`src/fifo_queue_with_search_defines.svh`:
```
// ---------------------------------------------------------------------------
// fifo_queue_with_search_defines.svh
// Assertion macros shared by the searchable queue RTL.
// ---------------------------------------------------------------------------
`ifndef FIFO_QUEUE_WITH_SEARCH_DEFINES_SVH
`define FIFO_QUEUE_WITH_SEARCH_DEFINES_SVH

// Same-cycle implication, checked outside reset
`define FQS_ASSERT_NOW(lbl, ante, cons, msg) \
  lbl: assert property (@(posedge clk) disable iff (!rst_n) (ante) |-> (cons)) \
    else $error(msg);

// Next-cycle implication, checked outside reset
`define FQS_ASSERT_NEXT(lbl, ante, cons, msg) \
  lbl: assert property (@(posedge clk) disable iff (!rst_n) (ante) |=> (cons)) \
    else $error(msg);

`endif

```
`src/fqs_pkg.sv`:
```
// ---------------------------------------------------------------------------
// fqs_pkg
// Sizes, operation codes and result status codes of the searchable queue.
// ---------------------------------------------------------------------------
package fqs_pkg;

  localparam int DEPTH = 16;
  localparam int IDX_W = (DEPTH > 1) ? $clog2(DEPTH) : 1;
  localparam int CNT_W = $clog2(DEPTH + 1);
  localparam int CNT_OUT_W = 5;

  localparam int FUNC_W = 2;
  localparam int WORD_W = 32;
  localparam int STAT_W = 2;
  localparam int OUT_TDATA_W = 40;

  localparam logic [FUNC_W-1:0] OP_PUSH = 2'd0;
  localparam logic [FUNC_W-1:0] OP_POP  = 2'd1;
  localparam logic [FUNC_W-1:0] OP_FIND = 2'd2;
  localparam logic [FUNC_W-1:0] OP_SIZE = 2'd3;

  localparam logic [STAT_W-1:0] ST_OK    = 2'd0;
  localparam logic [STAT_W-1:0] ST_EMPTY = 2'd1;
  localparam logic [STAT_W-1:0] ST_FULL  = 2'd2;

  typedef logic [IDX_W-1:0] idx_t;
  typedef logic [CNT_W-1:0] cnt_t;

  function automatic idx_t ring_next(input idx_t idx);
    ring_next = (idx == IDX_W'(DEPTH - 1)) ? '0 : idx + idx_t'(1);
  endfunction

endpackage

```
`src/fifo_queue_with_search.sv`:
```
// ---------------------------------------------------------------------------
// fifo_queue_with_search
// First-in first-out queue of 32-bit words in a ring memory, with push,
// pop, find (scan for a matching stored word) and size operations.
// ---------------------------------------------------------------------------
//  channel | ports      | contents
//  --------+------------+---------------------------------------------------
//  input   | in_t*      | tuser: func; tdata: value_in
//  result  | out_t*     | tuser: status; tdata: data_out, found, entry_count
//
//  Push, size and a pop on an empty queue load the output register
//  directly; a pop first reads the head word from memory (S_POP). A find
//  walks the stored entries one memory read a cycle from the head and
//  stops on a hit; on an empty queue it answers at once. One transaction
//  is in flight at a time. A result waits in the output register; a new
//  transaction is taken when it is empty or drains in the same cycle.
//  Synchronous active-low reset clears the pointers and the count; the
//  memory is not cleared.
// ---------------------------------------------------------------------------
`include "fifo_queue_with_search_defines.svh"

module fifo_queue_with_search (
  input  logic                              clk,
  input  logic                              rst_n,
  input  logic                              in_tvalid,
  output logic                              in_tready,
  input  logic [fqs_pkg::FUNC_W-1:0]        in_tuser,   // [1:0] func
  input  logic [fqs_pkg::WORD_W-1:0]        in_tdata,   // [31:0] value_in
  output logic                              out_tvalid,
  input  logic                              out_tready,
  output logic [fqs_pkg::STAT_W-1:0]        out_tuser,  // [1:0] status
  output logic [fqs_pkg::OUT_TDATA_W-1:0]   out_tdata   // [31:0] data_out,
                                                        // [32] found,
                                                        // [37:33] entry_count,
                                                        // [39:38] zero
);

  localparam logic [1:0] S_IDLE = 2'd0;
  localparam logic [1:0] S_POP  = 2'd1;
  localparam logic [1:0] S_FIND = 2'd2;

  logic [fqs_pkg::WORD_W-1:0] mem [fqs_pkg::DEPTH];

  logic [1:0]                 state_r, state_nxt;
  fqs_pkg::idx_t              head_r, head_nxt;
  fqs_pkg::idx_t              tail_r, tail_nxt;
  fqs_pkg::cnt_t              fill_r, fill_nxt;
  fqs_pkg::idx_t              scan_addr_r, scan_addr_nxt;
  fqs_pkg::cnt_t              scan_left_r, scan_left_nxt;
  logic [fqs_pkg::WORD_W-1:0] key_r, key_nxt;

  logic                       out_valid_r, out_valid_nxt;
  logic [fqs_pkg::STAT_W-1:0] out_status_r, out_status_nxt;
  logic [fqs_pkg::WORD_W-1:0] out_data_r, out_data_nxt;
  logic                       out_found_r, out_found_nxt;
  fqs_pkg::cnt_t              out_count_r, out_count_nxt;

  fqs_pkg::idx_t              rd_addr;
  logic [fqs_pkg::WORD_W-1:0] rd_data_r;
  logic                       wr_en;
  logic                       in_acc;
  logic                       is_empty;
  logic                       is_full;
  logic [fqs_pkg::CNT_W+fqs_pkg::CNT_OUT_W-1:0] count_ext;

  assign is_empty  = (fill_r == '0);
  assign is_full   = (fill_r == fqs_pkg::CNT_W'(fqs_pkg::DEPTH));
  assign in_tready = (state_r == S_IDLE) && (!out_valid_r || out_tready);
  assign in_acc    = in_tvalid && in_tready;
  assign wr_en     = in_acc && (in_tuser == fqs_pkg::OP_PUSH) && !is_full;

  // Read the head on a pop or the first find probe, else the next scan slot
  assign rd_addr = (state_r == S_FIND) ? scan_addr_r : head_r;

  always_ff @(posedge clk) begin
    if (wr_en) begin
      mem[tail_r] <= in_tdata;
    end
    rd_data_r <= mem[rd_addr];
  end

  always_comb begin
    state_nxt      = state_r;
    head_nxt       = head_r;
    tail_nxt       = tail_r;
    fill_nxt       = fill_r;
    scan_addr_nxt  = scan_addr_r;
    scan_left_nxt  = scan_left_r;
    key_nxt        = key_r;
    out_valid_nxt  = out_valid_r && !out_tready;
    out_status_nxt = out_status_r;
    out_data_nxt   = out_data_r;
    out_found_nxt  = out_found_r;
    out_count_nxt  = out_count_r;

    unique case (state_r)
      S_IDLE: begin
        if (in_acc) begin
          out_status_nxt = fqs_pkg::ST_OK;
          out_data_nxt   = '0;
          out_found_nxt  = 1'b0;
          out_count_nxt  = fill_r;
          unique case (in_tuser)
            fqs_pkg::OP_PUSH: begin
              out_valid_nxt = 1'b1;
              if (is_full) begin
                out_status_nxt = fqs_pkg::ST_FULL;
              end else begin
                tail_nxt      = fqs_pkg::ring_next(tail_r);
                fill_nxt      = fill_r + fqs_pkg::cnt_t'(1);
                out_count_nxt = fill_r + fqs_pkg::cnt_t'(1);
              end
            end
            fqs_pkg::OP_POP: begin
              if (is_empty) begin
                out_valid_nxt  = 1'b1;
                out_status_nxt = fqs_pkg::ST_EMPTY;
              end else begin
                // Commit the pointer now, deliver the word with the read data
                head_nxt  = fqs_pkg::ring_next(head_r);
                fill_nxt  = fill_r - fqs_pkg::cnt_t'(1);
                state_nxt = S_POP;
              end
            end
            fqs_pkg::OP_FIND: begin
              if (is_empty) begin
                out_valid_nxt = 1'b1;
              end else begin
                key_nxt       = in_tdata;
                scan_addr_nxt = fqs_pkg::ring_next(head_r);
                scan_left_nxt = fill_r;
                state_nxt     = S_FIND;
              end
            end
            fqs_pkg::OP_SIZE: begin
              out_valid_nxt = 1'b1;
            end
            default: begin
              out_valid_nxt = 1'b1;
            end
          endcase
        end
      end
      S_POP: begin
        out_valid_nxt = 1'b1;
        out_data_nxt  = rd_data_r;
        out_count_nxt = fill_r;
        state_nxt     = S_IDLE;
      end
      S_FIND: begin
        if (rd_data_r == key_r) begin
          out_valid_nxt = 1'b1;
          out_found_nxt = 1'b1;
          state_nxt     = S_IDLE;
        end else if (scan_left_r == fqs_pkg::cnt_t'(1)) begin
          out_valid_nxt = 1'b1;
          state_nxt     = S_IDLE;
        end else begin
          scan_addr_nxt = fqs_pkg::ring_next(scan_addr_r);
          scan_left_nxt = scan_left_r - fqs_pkg::cnt_t'(1);
        end
      end
      default: begin
        state_nxt = S_IDLE;
      end
    endcase
  end

  always_ff @(posedge clk) begin
    if (!rst_n) begin
      state_r     <= S_IDLE;
      head_r      <= '0;
      tail_r      <= '0;
      fill_r      <= '0;
      out_valid_r <= 1'b0;
    end else begin
      state_r     <= state_nxt;
      head_r      <= head_nxt;
      tail_r      <= tail_nxt;
      fill_r      <= fill_nxt;
      out_valid_r <= out_valid_nxt;
    end
  end

  always_ff @(posedge clk) begin
    scan_addr_r  <= scan_addr_nxt;
    scan_left_r  <= scan_left_nxt;
    key_r        <= key_nxt;
    out_status_r <= out_status_nxt;
    out_data_r   <= out_data_nxt;
    out_found_r  <= out_found_nxt;
    out_count_r  <= out_count_nxt;
  end

  assign count_ext  = {{fqs_pkg::CNT_OUT_W{1'b0}}, out_count_r};
  assign out_tvalid = out_valid_r;
  assign out_tuser  = out_status_r;
  assign out_tdata  = {2'b00, count_ext[fqs_pkg::CNT_OUT_W-1:0], out_found_r, out_data_r};

  `FQS_ASSERT_NOW(a_fill_bound, 1'b1, fill_r <= fqs_pkg::CNT_W'(fqs_pkg::DEPTH), "fill count above depth")
  `FQS_ASSERT_NOW(a_ring_empty, fill_r == '0, head_r == tail_r, "empty ring with head and tail apart")
  `FQS_ASSERT_NEXT(a_pop_dec, in_acc && in_tuser == fqs_pkg::OP_POP && fill_r != '0, fill_r == $past(fill_r) - fqs_pkg::cnt_t'(1), "pop did not drop the fill count")
  `FQS_ASSERT_NEXT(a_find_stable, state_r == S_FIND, $stable(fill_r) && $stable(head_r), "queue moved during a search")

endmodule

```
`config.mk`:
```
export PLATFORM = sky130hd
export DESIGN_NAME = fifo_queue_with_search
export DESIGN_NICKNAME = d
export VERILOG_FILES = /design/src/fqs_pkg.sv /design/src/fifo_queue_with_search.sv
export VERILOG_INCLUDE_DIRS = /design/src /design/src/src
export SDC_FILE = /design/constraint.sdc
export NUM_CORES = 1
export LEC_CHECK = 0
export BUFFER_PORTS_ARGS = -buffer_cell sky130_fd_sc_hd__buf_2
export CAP_MARGIN = 5
export CORE_AREA = 3 3 175 262
export DETAILED_ROUTE_END_ITERATION = 6
export DIE_AREA = 0 0 178 265
export MAX_ROUTING_LAYER = met4
export PLACE_DENSITY = 0.85
export SLEW_MARGIN = 30
export SYNTH_ARGS = -nofsm -noshare
export SYNTH_HDL_FRONTEND = slang
export SYNTH_SLANG_ARGS = --single-unit
```
`constraint.sdc`:
```
create_clock -name clk -period 5.3 [get_ports clk]
set_clock_uncertainty 0.2 [all_clocks]
set_input_delay 0.53 -clock clk [delete_from_list [all_inputs] [get_ports clk]]
set_output_delay 0.53 -clock clk [all_outputs]
set_load 0.02 [all_outputs]
```
==> Implementation_results.wiki <==
{| class="wikitable"
! Metric !! Value
|-
| Global-route wire length before repair || around 90000 µm
|-
| CTS max path bufs || 3
|-
| Class of the most critical setup path || register to register
|-
| Vias in the first global route || ~15000
|-
| Yosys top cell by area || sky130_fd_sc_hd__edfxtp_1
|-
| CTS clk-pin slew, worst paths || around 0.07 ns
|-
| Async SR Flop Fraction || 0%
|-
| Post-detailed-placement half-perimeter wirelength || 37200 µm
|-
| Setup violation total in the final timing report || 0
|-
| Distinct cells, synth || 60
|-
| Root Buffer || sky130_fd_sc_hd__clkbuf_16
|-
| Routed Antenna Nets || 0
|-
| Min-Delay Startpoint || rst_n
|-
| Area grow syn2layout || 11.9%
|-
| Maximum capacitance violations || 0
|-
| Final critical path time including I/O delays and setup || around 4 ns
|-
| RSZ-0062 raised after global routing || no
|-
| Reg-to-Reg End || rd_data_r[23]
|-
| Status || complete, no violations
|-
| Master of the slowest instance on the critical path || sky130_fd_sc_hd__nand2b_2
|-
| Vias after detailed routing || about 15000
|-
| Vias per cell || around 6.6
|-
| Number of design rule violations left after detail routing || 0
|-
| Top area cells in the synthesized netlist || sky130_fd_sc_hd__edfxtp_1 (68%), sky130_fd_sc_hd__mux2i_1 (14%), sky130_fd_sc_hd__dfxtp_1 (3.7%)
|-
| TritonCTS buffer count || 53
|-
| Maximum frequency from static timing analysis || roughly 260 MHz
|-
| Net total in the final layout || 1724
|-
| Adder-cell area share of the yosys netlist || less than 1%
|-
| Buffers inserted during post-CTS setup optimization || 0
|-
| Leftover overflow at the end of global routing || 0
|-
| IR drop worst, VDD || about 260 µV
|-
| Setup_tns || 0 ns
|-
| Xor and xnor fraction of the mapped netlist area || between 1 and 1.5%
|-
| Starting density of the core || between 50% and 60%
|-
| Worst relative slew slack || 32.2%
|-
| Count of cells resized by post-cts repair || 0
|-
| Complex-gate fraction of the synthesized area || 5.90%
|-
| Switching power || ~0.0022 W
|-
| Largest family of logic cells by synthesized area || multiplexers
|-
| Syn Std Cell Area || 0.0261 mm²
|-
| Average footprint of a synthesized cell || roughly 16 µm²
|-
| Layout cell share with drive strength beyond 1 || 14.3%
|-
| Cells traversed along the worst timing path || nand2b_4 > inv_4 > mux2i_4 > buf_4 > nand2b_2 > o22ai_1 > a211o_1
|-
| Number of max-slew violations in the final report || 0
|-
| Number of primary I/O pins || approximately 80
|-
| Measured slew at the worst slew-check pin || a little over 1 ns
|-
| CP Max Fanout || 45
|-
| Combinational Power Share || ~5.7%
|-
| Initial antenna violation count || 3
|-
| Total number of clock tree sinks || about 640
|-
| Top-count cell post-synth || sky130_fd_sc_hd__edfxtp_1
|-
| Leak || 11.3 nW
|-
| TritonCTS clock tree || yes
|-
| Total global-route track usage || ~27%
|-
| Internal Dissipation || around 0.0081 W
|-
| Hold path depth || 2
|-
| Routed wire length || around 62000 µm
|-
| DP Worst Slack || roughly 1.5 ns
|-
| R2r setup slk || approximately 1.4 ns
|-
| Clock latency on the worst-skew pair || 0.59 ns
|-
| I/O Buffers || a little under 80
|-
| Post-synth EDFFs || slightly below 600
|-
| Sequential cell area fraction in the yosys report || between 70% and 80%
|-
| Die Wd || approximately 180 µm
|-
| DIE AREA || 0.0472 mm²
|-
| Worst path max stage delay || 0.88 ns
|-
| Start of the worst register-to-register path || state_r[1]
|-
| Pin count of the biggest net entering global routing || 67
|-
| Clock share of power || 39.1%
|-
| Critical path data required time || 5.56 ns
|-
| CP startpoint kind || register
|-
| Ys Warns || 0
|-
| Element type at the critical path end || register
|-
| Sequential share of power || a little under three fifths
|-
| Drt pass-1 iters || 6
|-
| Number of cells traversed by the worst register-to-register path || 7
|-
| Count of state elements after synthesis || between 600 and 700
|-
| Y dimension of the die || around 270 µm
|-
| Kind of cell adding the most delay to the critical path || simple AND/OR/NAND/NOR gates
|-
| Standard-cell rows || 94
|-
| Share of synthesized cell area in and, or, nand and nor gates || about 4.0%
|-
| Part of the cycle the worst path needs || between 70% and 80%
|-
| Type of the worst min-delay path || input pin to register
|-
| Most used flip-flop cell after synthesis || sky130_fd_sc_hd__edfxtp_1
|-
| Buffers and inverters on the worst path || 2
|-
| Arrival @ worst endpoint || ~4.2 ns
|-
| Wire length per cell || approximately 27 µm
|-
| Minimum setup slack in the final design || between 1 and 1.5 ns
|-
| Mapped Cells || 1593
|-
| Most frequent cells after synthesis || sky130_fd_sc_hd__edfxtp_1 (593), sky130_fd_sc_hd__mux2i_1 (356), sky130_fd_sc_hd__nor2_1 (89)
|-
| Starting DRC count in detailed routing || ~1600
|-
| Routability congestion estimate || about 0.84
|-
| Layout filler cell count || ~2700
|-
| Power density over the cells || ~350 mW/mm²
|-
| H-Tree Level Count || 2
|-
| Placeable core region || 0.0439 mm²
|-
| Cts hold-fix bufs || 0
|-
| Sink of the worst hold path || tail_r[3]
|-
| Hold Fails Final Rpt || 0
|-
| Switching part of the total power || 21.1%
|-
| Multiplexer area fraction after synthesis || approximately 14%
|-
| Yosys top cell area share || 68.1%
|}
==> cell type report <==
class	instances	area, µm²	share of cell area, %
Multi-Input combinational cell	842	7030	24.0
Antenna cell	2	5.00	0.0171
Clock buffer	75	1520	5.20
Timing Repair Buffer	118	843	2.88
Tap cell	576	721	2.46
Clock inverter	24	295	1.01
Sequential cell	641	18800	64.2
Inverter	16	62.6	0.214
==> cell families after synthesis <==
group | Yosys count
other cells | 1
compound gates | 203
mux | 363
buf+inv | 111
flops | 641
simple gates | 216
xor+xnor | 44
fa+ha+maj | 14
==> through the flow <==
stage                     utilization [%]  area [µm²]  instances  total power, W  hold slack (ns)
after floorplan                         -       26200       1594         0.00614            0.328
after global placement               62.1       27200       2184         0.00635            0.351
after detailed placement             62.5       27400       2193         0.00637            0.341
after CTS                            66.7       29200       2292          0.0103           0.0307
after global routing                 66.7       29200       2294          0.0105           0.0416
final                                66.7       29200       2294          0.0103           0.0440
==> power groups by stage <==
| stage | Sequential [W] | Clock, W | Combinational (W) |
|---|---|---|---|
| after global placement | 0.00579 | 0 | 0.000558 |
| after CTS | 0.00568 | 0.00406 | 0.000585 |
| after floorplan | 0.00580 | 0 | 0.000339 |
| after global routing | 0.00569 | 0.00424 | 0.000624 |
| final | 0.00569 | 0.00402 | 0.000591 |
| after detailed placement | 0.00579 | 0 | 0.000580 |
==> worst max-delay path by stage <==
stage | start | end | depth (start not counted)
finish | state_r[1] | rd_data_r[23] | 7
global route | state_r[1] | rd_data_r[3] | 8
detailed placement | in_tvalid | mem[9][0] | 8
global placement | state_r[0] | rd_data_r[29] | 7
floorplan | in_tvalid | mem[0][0] | 8
CTS | state_r[1] | rd_data_r[23] | 7
==> state kept, by name, indices dropped and copies added (netlist names) <==
| register | count |
|---|---|
| mem | 512 |
| key_r | 32 |
| out_data_r | 32 |
| rd_data_r | 32 |
| fill_r | 5 |
| out_count_r | 5 |
| scan_left_r | 5 |
| head_r | 4 |
| scan_addr_r | 4 |
| tail_r | 4 |
| out_tuser | 2 |
| state_r | 2 |
| out_found_r | 1 |
| out_tvalid | 1 |
==> layer usage <==
metal	wire [µm]	track usage [%]
met5	0	-
met3	5870	4.39
met2	31100	44.1
met4	3520	13.7
met1	21900	32.5
==> cells in the final DEF (no fill, tap or decap), drive strengths merged, types with 8 or more instances in the layout <==
cell type  instances
clkbuf            75
dfxtp             48
clkinv            13
nor3               8
edfxtp           593
and2              36
nand4              9
xnor2             40
mux2i            357
nand2b             8
o22ai             62
buf              118
inv               16
a221oi            31
ha                14
o32ai             30
a211o             31
o21ai             12
nor2              89
nand2             35
a31oi              9
(Power assumes the default switching activity.)
